### src/rtl/twpe_pkg.sv
`default_nettype none
// ----------------------------------------------------------------------------
// twpe_pkg
// Shared types, constants and helper functions of the access period end finder.
// ----------------------------------------------------------------------------
package twpe_pkg;

  localparam int TIME_BITS_DEF = 40;

  localparam int DAY_SECS    = 86400;
  localparam int HOUR_SECS   = 3600;
  // 86400 = 675 * 2^7: the low 7 bits pass through, the rest is reduced mod 675
  localparam int DAY_LO_BITS = 7;
  localparam int DAY_ODD     = 675;
  localparam int REM_BITS    = 10;
  localparam int CHUNK_BITS  = 8;
  localparam int CSUM_BITS   = 13;
  localparam int TSUM_BITS   = 16;
  localparam int RED_STEPS   = 6;
  localparam int ADDEND_BITS = 32;
  localparam int DAYS_BITS   = 4;
  localparam int HOURS_BITS  = 5;

  typedef enum logic [1:0] {
    KIND_OUT     = 2'd0,
    KIND_UNLIM   = 2'd1,
    KIND_BOUNDED = 2'd2
  } kind_t;

  typedef enum logic [1:0] {
    SEL_PT   = 2'd0,
    SEL_SOD  = 2'd1,
    SEL_DATE = 2'd2
  } base_sel_t;

  typedef enum logic [1:0] {
    ST_NONE      = 2'd0,
    ST_UNLIMITED = 2'd1,
    ST_BOUNDED   = 2'd2
  } status_t;

  // per-item control carried down the pipe
  typedef struct packed {
    kind_t                   kind;
    base_sel_t               sel;
    logic [ADDEND_BITS-1:0]  addend;
    logic                    last;
  } item_info_t;

  // 2^j mod 675, only ever called with constant j
  function automatic logic [REM_BITS-1:0] pow2_mod(input int unsigned j);
    int unsigned v;
    v = 1;
    for (int unsigned i = 0; i < j; i++) begin
      v = (v * 2) % DAY_ODD;
    end
    return REM_BITS'(v);
  endfunction

  function automatic logic [ADDEND_BITS-1:0] day_secs(input logic [DAYS_BITS-1:0] days);
    return ADDEND_BITS'(DAY_SECS * int'(days));
  endfunction

  function automatic logic [ADDEND_BITS-1:0] hour_secs(input logic [HOURS_BITS-1:0] hrs);
    return ADDEND_BITS'(HOUR_SECS * int'(hrs));
  endfunction

endpackage
`default_nettype wire

### src/rtl/twpe_classify.sv
`default_nettype none
// ----------------------------------------------------------------------------
// twpe_classify
// Decides the mode of one rule item, its in/out/unlimited kind, and the
// base and addend that make up its bounded end.
// ----------------------------------------------------------------------------
module twpe_classify import twpe_pkg::*; #(
  parameter int TIME_BITS = TIME_BITS_DEF
) (
  input  wire logic [TIME_BITS-1:0]        packet_time,
  input  wire logic [2:0]                  local_weekday,
  input  wire logic [4:0]                  local_hour,
  input  wire logic [31:0]                 item_duration,
  input  wire logic signed [TIME_BITS:0]   item_start_date,
  input  wire logic signed [TIME_BITS:0]   item_end_date,
  input  wire logic signed [3:0]           item_start_day,
  input  wire logic [2:0]                  item_end_day,
  input  wire logic signed [5:0]           item_start_hour,
  input  wire logic signed [5:0]           item_end_hour,
  input  wire logic                        last_item,
  output item_info_t                       info,
  output logic [TIME_BITS-1:0]             base
);

  logic signed [TIME_BITS:0] pt_s;
  logic sdate_none, edate_none, sday_none, shour_none, ehour_none;
  logic signed [4:0] wd_s, sd_s, ed_s, days_s;
  logic signed [6:0] hr_s, sh_s, eh_s;
  logic day_ok, hour_ok;

  assign pt_s       = $signed({1'b0, packet_time});
  assign sdate_none = &item_start_date;
  assign edate_none = &item_end_date;
  assign sday_none  = &item_start_day;
  assign shour_none = &item_start_hour;
  assign ehour_none = &item_end_hour;

  assign wd_s = $signed({2'b00, local_weekday});
  assign sd_s = 5'(item_start_day);
  assign ed_s = $signed({2'b00, item_end_day});
  assign hr_s = $signed({2'b00, local_hour});
  assign sh_s = 7'(item_start_hour);
  assign eh_s = 7'(item_end_hour);

  always_comb begin
    day_ok = 1'b0;
    days_s = '0;
    if (sd_s <= ed_s) begin
      day_ok = (wd_s >= sd_s) && (wd_s <= ed_s);
      days_s = ed_s - wd_s + 5'sd1;
    end else if (wd_s >= sd_s) begin
      // window wraps past Saturday
      day_ok = 1'b1;
      days_s = 5'sd7 - wd_s + ed_s;
    end else if (wd_s <= ed_s) begin
      day_ok = 1'b1;
      days_s = ed_s - wd_s + 5'sd1;
    end
  end

  assign hour_ok = (hr_s >= sh_s) && (ehour_none || (hr_s < eh_s));

  always_comb begin
    info.kind   = KIND_UNLIM;
    info.sel    = SEL_SOD;
    info.addend = '0;
    info.last   = last_item;
    base        = packet_time;
    if (item_duration != '0) begin
      info.kind   = KIND_BOUNDED;
      info.sel    = SEL_PT;
      info.addend = ADDEND_BITS'(item_duration);
    end else if (!sdate_none || !edate_none) begin
      if (!sdate_none && (item_start_date > pt_s)) begin
        info.kind = KIND_OUT;
      end else if (!edate_none) begin
        if (item_end_date >= pt_s) begin
          info.kind = KIND_BOUNDED;
          info.sel  = SEL_DATE;
          base      = item_end_date[TIME_BITS-1:0];
        end else begin
          info.kind = KIND_OUT;
        end
      end
    end else begin
      if (!sday_none) begin
        if (day_ok) begin
          info.kind   = KIND_BOUNDED;
          info.addend = day_secs(days_s[DAYS_BITS-1:0]);
        end else begin
          info.kind = KIND_OUT;
        end
      end
      if (!shour_none && (info.kind != KIND_OUT)) begin
        if (!hour_ok) begin
          info.kind = KIND_OUT;
        end else if (!ehour_none) begin
          // hour end replaces any day end
          info.kind   = KIND_BOUNDED;
          info.addend = hour_secs(item_end_hour[HOURS_BITS-1:0]);
        end
      end
    end
  end

endmodule
`default_nettype wire

### src/rtl/twpe_day_start.sv
`default_nettype none
// ----------------------------------------------------------------------------
// twpe_day_start
// Two-stage packet_time mod 86400 unit: weighted bit sums mod 675 per chunk,
// then a chunk total and a binary conditional-subtract reduction.
// ----------------------------------------------------------------------------
module twpe_day_start import twpe_pkg::*; #(
  parameter int TIME_BITS = TIME_BITS_DEF
) (
  input  wire logic                  clk,
  input  wire logic                  ld_a,
  input  wire logic                  ld_b,
  input  wire logic [TIME_BITS-1:0]  base,
  output logic [REM_BITS-1:0]        rem
);

  localparam int HI_BITS = TIME_BITS - DAY_LO_BITS;
  localparam int NCHUNK  = (HI_BITS + CHUNK_BITS - 1) / CHUNK_BITS;
  localparam int PAD_W   = NCHUNK * CHUNK_BITS;

  logic [PAD_W-1:0]     hi_pad;
  logic [CSUM_BITS-1:0] csum_nxt [NCHUNK];
  logic [CSUM_BITS-1:0] csum_r   [NCHUNK];
  logic [TSUM_BITS-1:0] tsum;
  logic [TSUM_BITS-1:0] red;
  logic [REM_BITS-1:0]  rem_r;

  assign hi_pad = PAD_W'(base[TIME_BITS-1:DAY_LO_BITS]);

  always_comb begin
    for (int c = 0; c < NCHUNK; c++) begin
      csum_nxt[c] = '0;
      for (int b = 0; b < CHUNK_BITS; b++) begin
        csum_nxt[c] = csum_nxt[c] +
          (hi_pad[c*CHUNK_BITS+b] ? CSUM_BITS'(pow2_mod(c*CHUNK_BITS+b)) : CSUM_BITS'(0));
      end
    end
  end

  always_ff @(posedge clk) begin
    if (ld_a) begin
      csum_r <= csum_nxt;
    end
  end

  // total stays below 64*675, so six steps leave the residue
  always_comb begin
    tsum = '0;
    for (int c = 0; c < NCHUNK; c++) begin
      tsum = tsum + TSUM_BITS'(csum_r[c]);
    end
    red = tsum;
    for (int k = RED_STEPS - 1; k >= 0; k--) begin
      if (red >= TSUM_BITS'(DAY_ODD << k)) begin
        red = red - TSUM_BITS'(DAY_ODD << k);
      end
    end
  end

  always_ff @(posedge clk) begin
    if (ld_b) begin
      rem_r <= red[REM_BITS-1:0];
    end
  end

  assign rem = rem_r;

endmodule
`default_nettype wire

### src/rtl/twpe_fold.sv
`default_nettype none
// ----------------------------------------------------------------------------
// twpe_fold
// Adds up each item's end, folds it into the running minimum and drop flag,
// and holds the period result in the output register.
// ----------------------------------------------------------------------------
module twpe_fold import twpe_pkg::*; #(
  parameter int TIME_BITS = TIME_BITS_DEF
) (
  input  wire logic                  clk,
  input  wire logic                  rst_n,
  input  wire logic                  item_valid,
  input  wire logic [TIME_BITS-1:0]  item_base,
  input  wire item_info_t            item_info,
  output logic                       item_ready,
  output logic                       out_valid,
  input  wire logic                  out_stall,
  output logic [1:0]                 out_status,
  output logic [TIME_BITS:0]         out_end_time
);

  localparam int ACC_W = TIME_BITS + 2;

  logic [TIME_BITS:0]  end_sum;
  logic [ACC_W-1:0]    end_ext;
  logic [ACC_W-1:0]    acc_r, acc_upd;
  logic                dropped_r, dropped_upd;
  logic                out_valid_r;
  status_t             status_r, status_nxt;
  logic [TIME_BITS:0]  end_r, end_nxt;
  logic                out_free, adv;

  assign end_sum = (TIME_BITS+1)'(item_base) + (TIME_BITS+1)'(item_info.addend);
  assign end_ext = ACC_W'(end_sum);

  assign out_free   = !out_valid_r || !out_stall;
  // only a last item needs the output register
  assign item_ready = !item_info.last || out_free;
  assign adv        = item_valid && item_ready;

  always_comb begin
    dropped_upd = dropped_r || (item_info.kind == KIND_OUT);
    acc_upd     = acc_r;
    if ((item_info.kind == KIND_BOUNDED) && (end_ext < acc_r)) begin
      acc_upd = end_ext;
    end
    if (dropped_upd) begin
      status_nxt = ST_NONE;
      end_nxt    = '0;
    end else if (&acc_upd) begin
      status_nxt = ST_UNLIMITED;
      end_nxt    = '0;
    end else begin
      status_nxt = ST_BOUNDED;
      end_nxt    = acc_upd[TIME_BITS:0];
    end
  end

  always_ff @(posedge clk) begin
    if (!rst_n) begin
      acc_r       <= '1;
      dropped_r   <= 1'b0;
      out_valid_r <= 1'b0;
    end else begin
      if (adv) begin
        if (item_info.last) begin
          acc_r     <= '1;
          dropped_r <= 1'b0;
        end else begin
          acc_r     <= acc_upd;
          dropped_r <= dropped_upd;
        end
      end
      if (adv && item_info.last) begin
        out_valid_r <= 1'b1;
      end else if (!out_stall) begin
        out_valid_r <= 1'b0;
      end
    end
  end

  always_ff @(posedge clk) begin
    if (adv && item_info.last) begin
      status_r <= status_nxt;
      end_r    <= end_nxt;
    end
  end

  assign out_valid    = out_valid_r;
  assign out_status   = status_r;
  assign out_end_time = end_r;

  a_end_zero: assert property (@(posedge clk) disable iff (!rst_n)
    (out_valid_r && (status_r != ST_BOUNDED)) |-> (end_r == '0))
    else $error("end time nonzero without bounded status");

  a_period_clear: assert property (@(posedge clk) disable iff (!rst_n)
    (adv && item_info.last) |=> ((&acc_r) && !dropped_r))
    else $error("period state not cleared after last item");

endmodule
`default_nettype wire

### src/rtl/time_window_period_end.sv
`default_nettype none
// ----------------------------------------------------------------------------
// time_window_period_end
// Streams the rule items of an access period and reports, at the last item,
// not-in-period, unlimited, or the earliest bounded end time.
// ----------------------------------------------------------------------------
// Pipeline from item accept to result valid: input register, two mod-86400
//   stages, day-start select, then end add and fold into output register.
// Throughput: 1 item per cycle unless out_stall holds back a last item; the running minimum folds one item a cycle.
// Reset: synchronous active-low; clears pipe valids, output valid, drop flag,
//   and sets the running minimum to all ones (unlimited).
// ----------------------------------------------------------------------------
module time_window_period_end import twpe_pkg::*; #(
  parameter int TIME_BITS = TIME_BITS_DEF
) (
  input  wire logic                        clk,
  input  wire logic                        rst_n,
  input  wire logic                        in_valid,
  output logic                             in_stall,
  input  wire logic [TIME_BITS-1:0]        in_packet_time,
  input  wire logic [2:0]                  in_local_weekday,
  input  wire logic [4:0]                  in_local_hour,
  input  wire logic [31:0]                 in_item_duration,
  input  wire logic signed [TIME_BITS:0]   in_item_start_date,
  input  wire logic signed [TIME_BITS:0]   in_item_end_date,
  input  wire logic signed [3:0]           in_item_start_day,
  input  wire logic [2:0]                  in_item_end_day,
  input  wire logic signed [5:0]           in_item_start_hour,
  input  wire logic signed [5:0]           in_item_end_hour,
  input  wire logic                        in_last_item,
  output logic                             out_valid,
  input  wire logic                        out_stall,
  output logic [1:0]                       out_period_status,
  output logic [TIME_BITS:0]               out_period_end_time
);

  localparam int HI_BITS = TIME_BITS - DAY_LO_BITS;

  // stage 1: input register
  logic                        v1_r;
  logic [TIME_BITS-1:0]        pt1_r;
  logic [2:0]                  wday1_r;
  logic [4:0]                  hour1_r;
  logic [31:0]                 dur1_r;
  logic signed [TIME_BITS:0]   sdate1_r, edate1_r;
  logic signed [3:0]           sday1_r;
  logic [2:0]                  eday1_r;
  logic signed [5:0]           shour1_r, ehour1_r;
  logic                        last1_r;

  item_info_t            info1, info2_r, info3_r, info4_r;
  logic [TIME_BITS-1:0]  base1, base2_r, base3_r, a4_r;
  logic                  v2_r, v3_r, v4_r;
  logic [REM_BITS-1:0]   rem3;
  logic [TIME_BITS-1:0]  sod3, a3;
  logic                  fold_rdy;
  logic                  rdy1, rdy2, rdy3, rdy4;

  assign rdy4 = !v4_r || fold_rdy;
  assign rdy3 = !v3_r || rdy4;
  assign rdy2 = !v2_r || rdy3;
  assign rdy1 = !v1_r || rdy2;
  assign in_stall = !rdy1;

  always_ff @(posedge clk) begin
    if (!rst_n) begin
      v1_r <= 1'b0;
      v2_r <= 1'b0;
      v3_r <= 1'b0;
      v4_r <= 1'b0;
    end else begin
      if (rdy1) v1_r <= in_valid;
      if (rdy2) v2_r <= v1_r;
      if (rdy3) v3_r <= v2_r;
      if (rdy4) v4_r <= v3_r;
    end
  end

  always_ff @(posedge clk) begin
    if (rdy1 && in_valid) begin
      pt1_r    <= in_packet_time;
      wday1_r  <= in_local_weekday;
      hour1_r  <= in_local_hour;
      dur1_r   <= in_item_duration;
      sdate1_r <= in_item_start_date;
      edate1_r <= in_item_end_date;
      sday1_r  <= in_item_start_day;
      eday1_r  <= in_item_end_day;
      shour1_r <= in_item_start_hour;
      ehour1_r <= in_item_end_hour;
      last1_r  <= in_last_item;
    end
  end

  twpe_classify #(.TIME_BITS(TIME_BITS)) u_classify (
    .packet_time     (pt1_r),
    .local_weekday   (wday1_r),
    .local_hour      (hour1_r),
    .item_duration   (dur1_r),
    .item_start_date (sdate1_r),
    .item_end_date   (edate1_r),
    .item_start_day  (sday1_r),
    .item_end_day    (eday1_r),
    .item_start_hour (shour1_r),
    .item_end_hour   (ehour1_r),
    .last_item       (last1_r),
    .info            (info1),
    .base            (base1)
  );

  twpe_day_start #(.TIME_BITS(TIME_BITS)) u_day_start (
    .clk  (clk),
    .ld_a (rdy2 && v1_r),
    .ld_b (rdy3 && v2_r),
    .base (base1),
    .rem  (rem3)
  );

  always_ff @(posedge clk) begin
    if (rdy2 && v1_r) begin
      info2_r <= info1;
      base2_r <= base1;
    end
    if (rdy3 && v2_r) begin
      info3_r <= info2_r;
      base3_r <= base2_r;
    end
    if (rdy4 && v3_r) begin
      info4_r <= info3_r;
      a4_r    <= a3;
    end
  end

  // UTC day start: drop the residue mod 675 above the low 7 bits, clear those
  assign sod3 = {base3_r[TIME_BITS-1:DAY_LO_BITS] - HI_BITS'(rem3), {DAY_LO_BITS{1'b0}}};

  always_comb begin
    case (info3_r.sel)
      SEL_SOD:  a3 = sod3;
      SEL_PT:   a3 = base3_r;
      SEL_DATE: a3 = base3_r;
      default:  a3 = base3_r;
    endcase
  end

  twpe_fold #(.TIME_BITS(TIME_BITS)) u_fold (
    .clk          (clk),
    .rst_n        (rst_n),
    .item_valid   (v4_r),
    .item_base    (a4_r),
    .item_info    (info4_r),
    .item_ready   (fold_rdy),
    .out_valid    (out_valid),
    .out_stall    (out_stall),
    .out_status   (out_period_status),
    .out_end_time (out_period_end_time)
  );

  a_rem_range: assert property (@(posedge clk) disable iff (!rst_n)
    v3_r |-> (rem3 < REM_BITS'(DAY_ODD)))
    else $error("day residue out of range");

  a_sod_aligned: assert property (@(posedge clk) disable iff (!rst_n)
    (v4_r && (info4_r.sel == SEL_SOD)) |-> (a4_r[DAY_LO_BITS-1:0] == '0))
    else $error("day start not aligned");

endmodule
`default_nettype wire
### config.mk
export PLATFORM = sky130hd
export DESIGN_NAME = time_window_period_end
export DESIGN_NICKNAME = d
export VERILOG_FILES = /design/src/rtl/twpe_pkg.sv /design/src/rtl/twpe_classify.sv /design/src/rtl/twpe_day_start.sv /design/src/rtl/twpe_fold.sv /design/src/rtl/time_window_period_end.sv
export SDC_FILE = /design/constraint.sdc
export NUM_CORES = 1
export LEC_CHECK = 0
export BUFFER_PORTS_ARGS = -buffer_cell sky130_fd_sc_hd__buf_2
export CAP_MARGIN = 25
export CORE_ASPECT_RATIO = 1.4
export CORE_MARGIN = 2
export CORE_UTILIZATION = 30
export CTS_BUF_LIST = sky130_fd_sc_hd__clkbuf_8
export DETAILED_ROUTE_END_ITERATION = 8
export GPL_ROUTABILITY_DRIVEN = 0
export HOLD_SLACK_MARGIN = 0.15
export PLACE_DENSITY_LB_ADDON = 0.12
export SLEW_MARGIN = 20
export SYNTH_ARGS = -nofsm -noshare
export SYNTH_HDL_FRONTEND = slang
export SYNTH_SLANG_ARGS = --single-unit
### constraint.sdc
create_clock -name clk -period 29 [get_ports clk]
set_clock_uncertainty 0.05 [all_clocks]
set_input_delay 2.9 -clock clk [delete_from_list [all_inputs] [get_ports clk]]
set_output_delay 2.9 -clock clk [all_outputs]
set_load 0.01 [all_outputs]
==> metrics.md, run 1 <==
| Metric | Value |
|---|---|
| Clock Latency Late Sink | `0.73 ns` |
| Core box area | `0.111 mm²` |
| Min Clock Period, post-route | `15.32 ns` |
| Worst Hold End | `base3_r[25]` |
| Critical path's largest stage delay | `0.69 ns` |
| Share of cells above drive strength 1 | `15.6%` |
| Syn avg cell area | `11.6 µm²` |
| Hold Slack | `0.349 ns` |
| Min-delay src | `base2_r[25]` |
| Ys async rst share | `0%` |
| # setup viols final | `0` |
| FP Rows | `145` |
| Wire per inst | `20.2 µm` |
| Max Cap Viol | `0` |
| Post-synthesis adder-cell area fraction | `16.3%` |
| Clock slew at reported path FFs | `0.06 ns` |
| Multiplexer area fraction after synthesis | `2.64%` |
| All-Layer GR Usage | `16.4%` |
| Area Overhead vs Synth | `14.2%` |
| Setup bufs post-CTS | `0` |
| Register bit count reported by yosys | `549` |
| Fin. max-slew vios | `0` |
| Via-per-instance ratio | `5.02` |
| Seq/Total Area, Yosys | `47.7%` |
| Most frequent cells in the layout | `edfxtp_1 (501), ha_1 (310), inv_1 (268)` |
| FF-to-FF End | `u_day_start.rem[5]` |
| Die H | `400 µm` |
| Final WS setup | `13.68 ns` |
| Dpl hpwl | `75,100 µm` |
| Final WL | `95,600 µm` |
| Setup repair after global routing missed its margin | `false` |
| DR vias | `23,739` |
| Crit-path slowest cell | `a211oi_1` |
| Worst hold path type | `reg -> reg` |
| Chip Width | `287 µm` |
| Crit-path max FO | `25` |
| Commonest non-fill, non-tap cell in the layout | `edfxtp_1` |
| Antenna violations before repair | `4` |
| Iter 0 DRT Violations | `1,541` |
| Period Utilization, post-route | `52.8%` |
| Synth unique cells | `107` |
| Worst setup SP type | `flop` |
| DRC errors left | `0` |
| Outcome | `completed` |
| Hold_buf cts | `0` |
| First-pass GRT wire length | `145,000 µm` |
| Synth warn | `0` |
| Fin. Hold Viols | `0` |
| Worst Path Arrival | `15.75 ns` |
| Synth Flop Type | `edfxtp_1` |
| Worst Setup Slack post-DPL | `14.02 ns` |
| Mapped Nets | `3,482` |
| H-Tree Depth | `3` |
| Starting Density | `30.2%` |
| PortBufs | `230` |
| Hold path depth | `0` |
| Worst R2R Start | `base2_r[7]` |
| Synthesized instance count | `2,907` |
| Number of buffers created by CTS | `98` |
| Fin cells | `4,730` |
| Pre-antenna DRT Iters | `6` |
| WP data required | `29.43 ns` |
| Final ANT Viol Nets | `0` |
| Synth Cell Area | `0.0336 mm²` |
| Setup tns final | `0 ns` |
| Worst Tran Pin Value | `1.06 ns` |
| Critical Path Sink Type | `flop` |
| Worst-case reg-to-reg path depth | `54` |
| Register area | `0.0160 mm²` |
| Post-Synth Simple-Gate Area | `10.3%` |
| Die ar. | `0.115 mm²` |
| Fin nets | `3,755` |
| Xor/xnor share of the synthesized area | `4.47%` |
| Relative slew slack | `29.4%` |
| EDFF count, synth | `501` |
| Largest family of logic cells by synthesized area | `adder cells` |
| Synth Area in Compound Gates | `14.9%` |
| Root buffer cell | `clkbuf_8` |
| Area of the multi-input gates | `0.0164 mm²` |
| Clock Path Buffers | `3` |
| CTS tree | `done` |
| Vias in the first global route | `24,341` |
| I/O pins | `231` |
| Total congestion overflow | `0` |
| Crit Path Class | `reg -> reg` |
| Max Fclk | `65.3 MHz` |
| Crit path top cell by count | `ha_1` |
| # fillers | `11,179` |
| Post-cts resize count | `0` |
| DP Cell Count | `4,548` |
| R2r setup slk | `13.68 ns` |
| Maximum number of pins on one net before global-route repair | `77` |
| Sinks on Clock Net | `549` |
==> synth_stat cells, types with 9 or more instances <==
master	number	area [µm²]
a211oi_1	22	165
a211oi_2	9	113
a21o_1	80	601
a21oi_1	168	841
a22oi_1	10	75.1
a31oi_1	19	119
and2_1	28	175
and3_1	16	100
buf_2	14	70.1
clkbuf_1	62	233
dfxtp_1	48	961
edfxtp_1	501	15000
fa_1	79	1580
ha_1	310	3880
inv_1	242	908
mux2_2	44	495
mux2i_1	38	380
nand2_1	147	552
nand2b_1	32	200
nand3_1	46	230
nand4_1	55	344
nor2_1	143	537
nor2b_1	42	263
nor3_1	85	425
nor4_1	30	188
o211ai_1	65	488
o21a_1	26	195
o21ai_0	98	490
o21ai_1	15	75.1
o21bai_1	35	263
o22ai_1	9	56.3
o31ai_1	15	113
or2_2	10	62.6
or3_1	18	113
xnor2_1	109	955
xor2_1	53	464
==> critical path: cells and delay by family, from the launching register on <==
kind | cells | cell delay, ns
compound gates | 25 | 6.44
fa+ha+maj | 10 | 3.44
simple gates | 9 | 2.93
xor+xnor | 4 | 0.98
buf+inv | 5 | 0.60
flops | 1 | 0.34
mux | 1 | 0.30
==> worst max path at each step <==
| stage | start | to | cells past startpoint |
|---|---|---|---|
| CTS | base2_r[7] | u_day_start.rem[5] | 54 |
| detailed placement | base2_r[7] | u_day_start.rem[1] | 54 |
| floorplan | base2_r[7] | u_day_start.rem[1] | 63 |
| finish | base2_r[7] | u_day_start.rem[5] | 54 |
| global placement | base2_r[7] | u_day_start.rem[1] | 54 |
| global route | base2_r[7] | u_day_start.rem[5] | 54 |
==> sequential cells by signal (all words and copies together), names as in the netlist, 4 cells and up <==
| register | cells |
|---|---|
| edate1_r | 41 |
| base2_r | 39 |
| shour1_r | 6 |
| hour1_r | 5 |
| u_day_start.rem | 10 |
| info3_r | 37 |
| info2_r | 37 |
| dur1_r | 32 |
| base3_r | 40 |
| pt1_r | 40 |
| u_fold.out_end_time | 41 |
| sday1_r | 4 |
| u_day_start.csum_r | 38 |
| a4_r | 40 |
| info4_r | 35 |
| ehour1_r | 6 |
| sdate1_r | 41 |
| u_fold.acc_r | 42 |
==> cells by family (layout without fill, tap and decap cells) <==
family,Yosys count,after routing
AND/OR/NAND/NOR,686,686
adder cells (fa/ha/maj),389,389
other,0,3
buffers and inverters,324,674
AO/OA/AOI/OAI,709,709
flip-flops,549,549
multiplexers,83,83
XOR/XNOR,167,167
==> per-layer routing <==
| layer | up-vias | wire length (µm) | track usage [%] |
|---|---|---|---|
| li1 | 11427 | - | - |
| met2 | 680 | 48700 | 29.5 |
| met4 | 0 | 2190 | 4.51 |
| met5 | - | 0 | 0 |
| met1 | 11498 | 40200 | 20.4 |
| met3 | 134 | 4470 | 2.44 |
==> layout make-up <==
type	instances	share of cell area, %
Sequential cell	549	41.7
Antenna cell	3	0.0196
Tap cell	1470	4.79
Inverter	243	2.38
Timing Repair Buffer	254	3.47
Clock buffer	100	3.59
Multi-Input combinational cell	2034	42.7
Clock inverter	77	1.33
==> metrics by stage <==
stage	instance area (µm²)	utilization, %
after CTS	38300	34.4
final	38400	34.4
after global placement	36500	32.7
after global routing	38400	34.4
after detailed placement	36500	32.7
after floorplan	33600	-
Power of run 1 is not shown: default switching activity piles up to over one toggle a cycle in this logic, so the estimate is an artifact.
==> run 2: changes to the inputs <==
- clock period: 29 -> 14.9 ns (I/O delays scaled with it)
==> metrics.md, run 2 (synthesized netlist as in run 1, its figures left out) <==
| Metric | Value |
|---|---|
| Clock Path Buffers | `3` |
| Worst hold path type | `reg -> reg` |
| Min Clock Period, post-route | `13.75 ns` |
| Clock Latency Late Sink | `0.75 ns` |
| Die H | `400 µm` |
| Root buffer cell | `clkbuf_8` |
| Commonest non-fill, non-tap cell in the layout | `edfxtp_1` |
| First-pass GRT wire length | `145,000 µm` |
| Final WL | `95,900 µm` |
| DP Cell Count | `4,553` |
| Fin. Hold Viols | `0` |
| Fin cells | `4,733` |
| Crit path top cell by count | `ha_1` |
| Relative slew slack | `32.3%` |
| Iter 0 DRT Violations | `1,498` |
| Clock slew at reported path FFs | `0.06 ns` |
| Worst Path Arrival | `14.22 ns` |
| Worst Tran Pin Value | `1.01 ns` |
| Max Cap Viol | `0` |
| DR vias | `23,757` |
| Core box area | `0.111 mm²` |
| Crit-path slowest cell | `nor4_1` |
| Area Overhead vs Synth | `14.6%` |
| Number of buffers created by CTS | `94` |
| Critical Path Sink Type | `flop` |
| Max Fclk | `72.7 MHz` |
| WP data required | `15.37 ns` |
| Critical path's largest stage delay | `0.50 ns` |
| Worst Setup Slack post-DPL | `0.329 ns` |
| Wire per inst | `20.3 µm` |
| Via-per-instance ratio | `5.02` |
| Outcome | `completed` |
| PortBufs | `230` |
| # setup viols final | `0` |
| Hold Slack | `0.355 ns` |
| Fin nets | `3,759` |
| All-Layer GR Usage | `16.5%` |
| Crit Path Class | `reg -> reg` |
| Worst setup SP type | `flop` |
| Final ANT Viol Nets | `0` |
| Vias in the first global route | `24,335` |
| Max reg flops | `42` |
| H-Tree Depth | `3` |
| Starting Density | `30.2%` |
| DRC errors left | `0` |
| Chip Width | `287 µm` |
| Total congestion overflow | `0` |
| Top reg by flops | `u_fold.acc_r` |
| Period Utilization, post-route | `92.3%` |
| I/O pins | `231` |
| Sinks on Clock Net | `549` |
| Final WS setup | `1.15 ns` |
| Share of cells above drive strength 1 | `15.8%` |
| Die ar. | `0.115 mm²` |
| Maximum number of pins on one net before global-route repair | `77` |
| Most frequent cells in the layout | `edfxtp_1 (501), ha_1 (309), inv_1 (271)` |
| Pre-antenna DRT Iters | `7` |
| FP Rows | `145` |
| Crit-path max FO | `13` |
| Dpl hpwl | `75,100 µm` |
| Antenna violations before repair | `3` |
| Fin. max-slew vios | `0` |
| CTS tree | `done` |
==> run 2: cell types whose count changed in the layout (fill, tap and decap cells not counted), moves of 3 or more <==
cell / previous run / this run
buf_4: 24 / 31
clkbuf_8: 100 / 106
clkinv_2: 13 / 8
clkinv_1: 22 / 18
clkinvlp_4: 4 / 0
inv_1: 268 / 271
==> run 2: critical path, delay by kind of cell (launching register included) <==
| kind | cells | cell delay (ns) |
|---|---|---|
| adder cells (fa/ha/maj) | 9 | 3.10 |
| XOR/XNOR | 4 | 0.86 |
| flip-flops | 1 | 0.35 |
| AO/OA/AOI/OAI | 24 | 5.45 |
| buffers and inverters | 4 | 0.34 |
| AND/OR/NAND/NOR | 8 | 2.70 |
| multiplexers | 2 | 0.70 |
==> run 2: layout make-up <==
cell class | instances | area [µm²]
Tap cell | 1470 | 1840
Multi-Input combinational cell | 2034 | 16400
Antenna cell | 3 | 7.51
Fill cell | 11098 | 72900
Timing Repair Buffer | 262 | 1390
Clock buffer | 106 | 1460
Inverter | 243 | 912
Clock inverter | 66 | 448
Sequential cell | 549 | 16000
==> run 2: final timing paths <==
kind	from	to	slack [ns]	depth (start not counted)
worst max register to register	base2_r[7]	u_day_start.rem[5]	1.15	51
worst max-delay path	base2_r[7]	u_day_start.rem[5]	1.15	51
worst min-delay path	info3_r[21]	info4_r[21]	0.36	0
worst min register to register	info3_r[21]	info4_r[21]	0.36	0
==> run 2: repair_timing <==
| item | in CTS | in global routing |
|---|---|---|
| buffers inserted | 0 | 2 |
| resized for setup | 0 | 5 |
| setup endpoints to repair | 0 | 10 |
| hold buffers | 0 | 0 |
==> run 2: through the flow <==
step                      cell area [µm²]  setup TNS, ns  util [%]
after global placement              36500              0      32.8
after CTS                           38400              0      34.5
final                               38500              0      34.5
after detailed placement            36500              0      32.8
after global routing                38500      -0.000600      34.5
after floorplan                     33600              0         -
==> run 2: per-layer routing <==
layer  global-route usage (%)  share of wire, %
met1                     20.4                43
met5                        0                 0
met3                     2.76               4.6
met2                     29.6                51
met4                     4.42               2.2
Power of run 2 is left out for the same reason.
==> run 3: changes to the inputs <==
- GPL_TIMING_DRIVEN: unset -> 0
==> metrics.md, run 3 (synthesized netlist as in run 1, its figures left out) <==
| Metric | Value |
|---|---|
| Chip Width | `287 µm` |
| Core box area | `0.111 mm²` |
| Share of cells above drive strength 1 | `16.4%` |
| DR vias | `23,945` |
| Critical Path Sink Type | `flop` |
| Top reg by flops | `u_fold.acc_r` |
| Fin nets | `3,837` |
| Met2 routed WL | `49,100 µm` |
| Antenna violations before repair | `4` |
| Commonest non-fill, non-tap cell in the layout | `edfxtp_1` |
| DRC errors left | `0` |
| DP Cell Count | `4,628` |
| # setup viols final | `0` |
| Final WL | `95,900 µm` |
| Final ANT Viol Nets | `0` |
| Worst Path Arrival | `14.49 ns` |
| Wire per inst | `19.9 µm` |
| Fin util | `35.3%` |
| Total congestion overflow | `0` |
| All-Layer GR Usage | `16.4%` |
| Worst Tran Pin Value | `1.02 ns` |
| Crit-path max FO | `10` |
| Crit-path slowest cell | `a2111o_1` |
| Period Utilization, post-route | `94.8%` |
| Maximum number of pins on one net before global-route repair | `44` |
| Fin cells | `4,813` |
| Starting Density | `30.2%` |
| Dpl hpwl | `77,600 µm` |
| PortBufs | `230` |
| Area Overhead vs Synth | `17.0%` |
| Worst setup SP type | `flop` |
| Vias in the first global route | `24,373` |
| Via-per-instance ratio | `4.98` |
| Clock slew at reported path FFs | `0.06 ns` |
| Setup tns final | `0 ns` |
| Max reg flops | `42` |
| Die ar. | `0.115 mm²` |
| I/O pins | `231` |
| Worst hold path type | `reg -> reg` |
| Max Cap Viol | `0` |
| CTS tree | `done` |
| Met3 WL | `3980 µm` |
| Relative slew slack | `31.3%` |
| Pre-antenna DRT Iters | `7` |
| FP Rows | `145` |
| Iter 0 DRT Violations | `1,574` |
| Root buffer cell | `clkbuf_8` |
| Met1 Wirelength | `40,100 µm` |
| Max Fclk | `70.8 MHz` |
| Clock Latency Late Sink | `0.73 ns` |
| Outcome | `completed` |
| Critical path's largest stage delay | `0.51 ns` |
| Number of buffers created by CTS | `97` |
| Sinks on Clock Net | `549` |
| Min Clock Period, post-route | `14.13 ns` |
| WP data required | `15.26 ns` |
| Fin. Hold Viols | `0` |
| H-Tree Depth | `3` |
| Highest routed layer | `met4` |
| Crit Path Class | `reg -> reg` |
| Most frequent cells in the layout | `edfxtp_1 (501), ha_1 (308), inv_1 (264)` |
| First-pass GRT wire length | `144,000 µm` |
| Fin. max-slew vios | `0` |
| Die H | `400 µm` |
| Clock Path Buffers | `3` |
-- run 3: final timing paths --
check,from,endpoint,slack (ns),cells past startpoint
setup / recovery,base2_r[7],u_day_start.rem[1],0.77,59
hold / removal,info2_r[14],info3_r[14],0.34,0
setup reg to reg,base2_r[7],u_day_start.rem[1],0.77,59
hold reg to reg,info2_r[14],info3_r[14],0.34,0
-- run 3: layout make-up --
cell class	instances	area, µm²
fillers	11100	72100
multi-input cells	2034	16500
flip-flops and latches	549	16000
well taps	1470	1840
repair buffers	258	1650
clock buffers	101	1390
inverters	243	912
clock inverters	78	667
plain buffers	79	347
diodes	1	2.50
-- run 3: metrics by stage --
step	setup slack, ns	hold slack (ns)	area [µm²]
floorplan	1.93	0.350	33600
detailed placement	-1.12	0.355	37100
global route	-0.00424	0.331	39300
global placement	-1.11	0.353	36600
finish	0.771	0.340	39300
CTS	0.0687	0.329	39200
-- run 3: timing repair --
action / CTS / global route
hold buffers: 0 / 0
setup endpoints to repair: 10 / 10
buffers inserted: 1 / 5
resized for setup: 8 / 13
pin swaps: 1 / 2
-- run 3: worst max-delay path, delay by kind of cell, from the launching register on --
kind / cells / cell delay (ns)
AO/OA/AOI/OAI: 21 / 4.90
adder cells (fa/ha/maj): 10 / 3.22
buffers and inverters: 12 / 1.89
AND/OR/NAND/NOR: 9 / 1.69
XOR/XNOR: 5 / 0.91
multiplexers: 2 / 0.66
flip-flops: 1 / 0.48
-- run 3: per-layer routing --
layer,global-route usage (%),vias up
met5,0,-
met3,2.42,169
met4,4.94,0
met2,29.8,594
li1,-,11599
met1,19.9,11583
Power of run 3 is left out for the same reason.
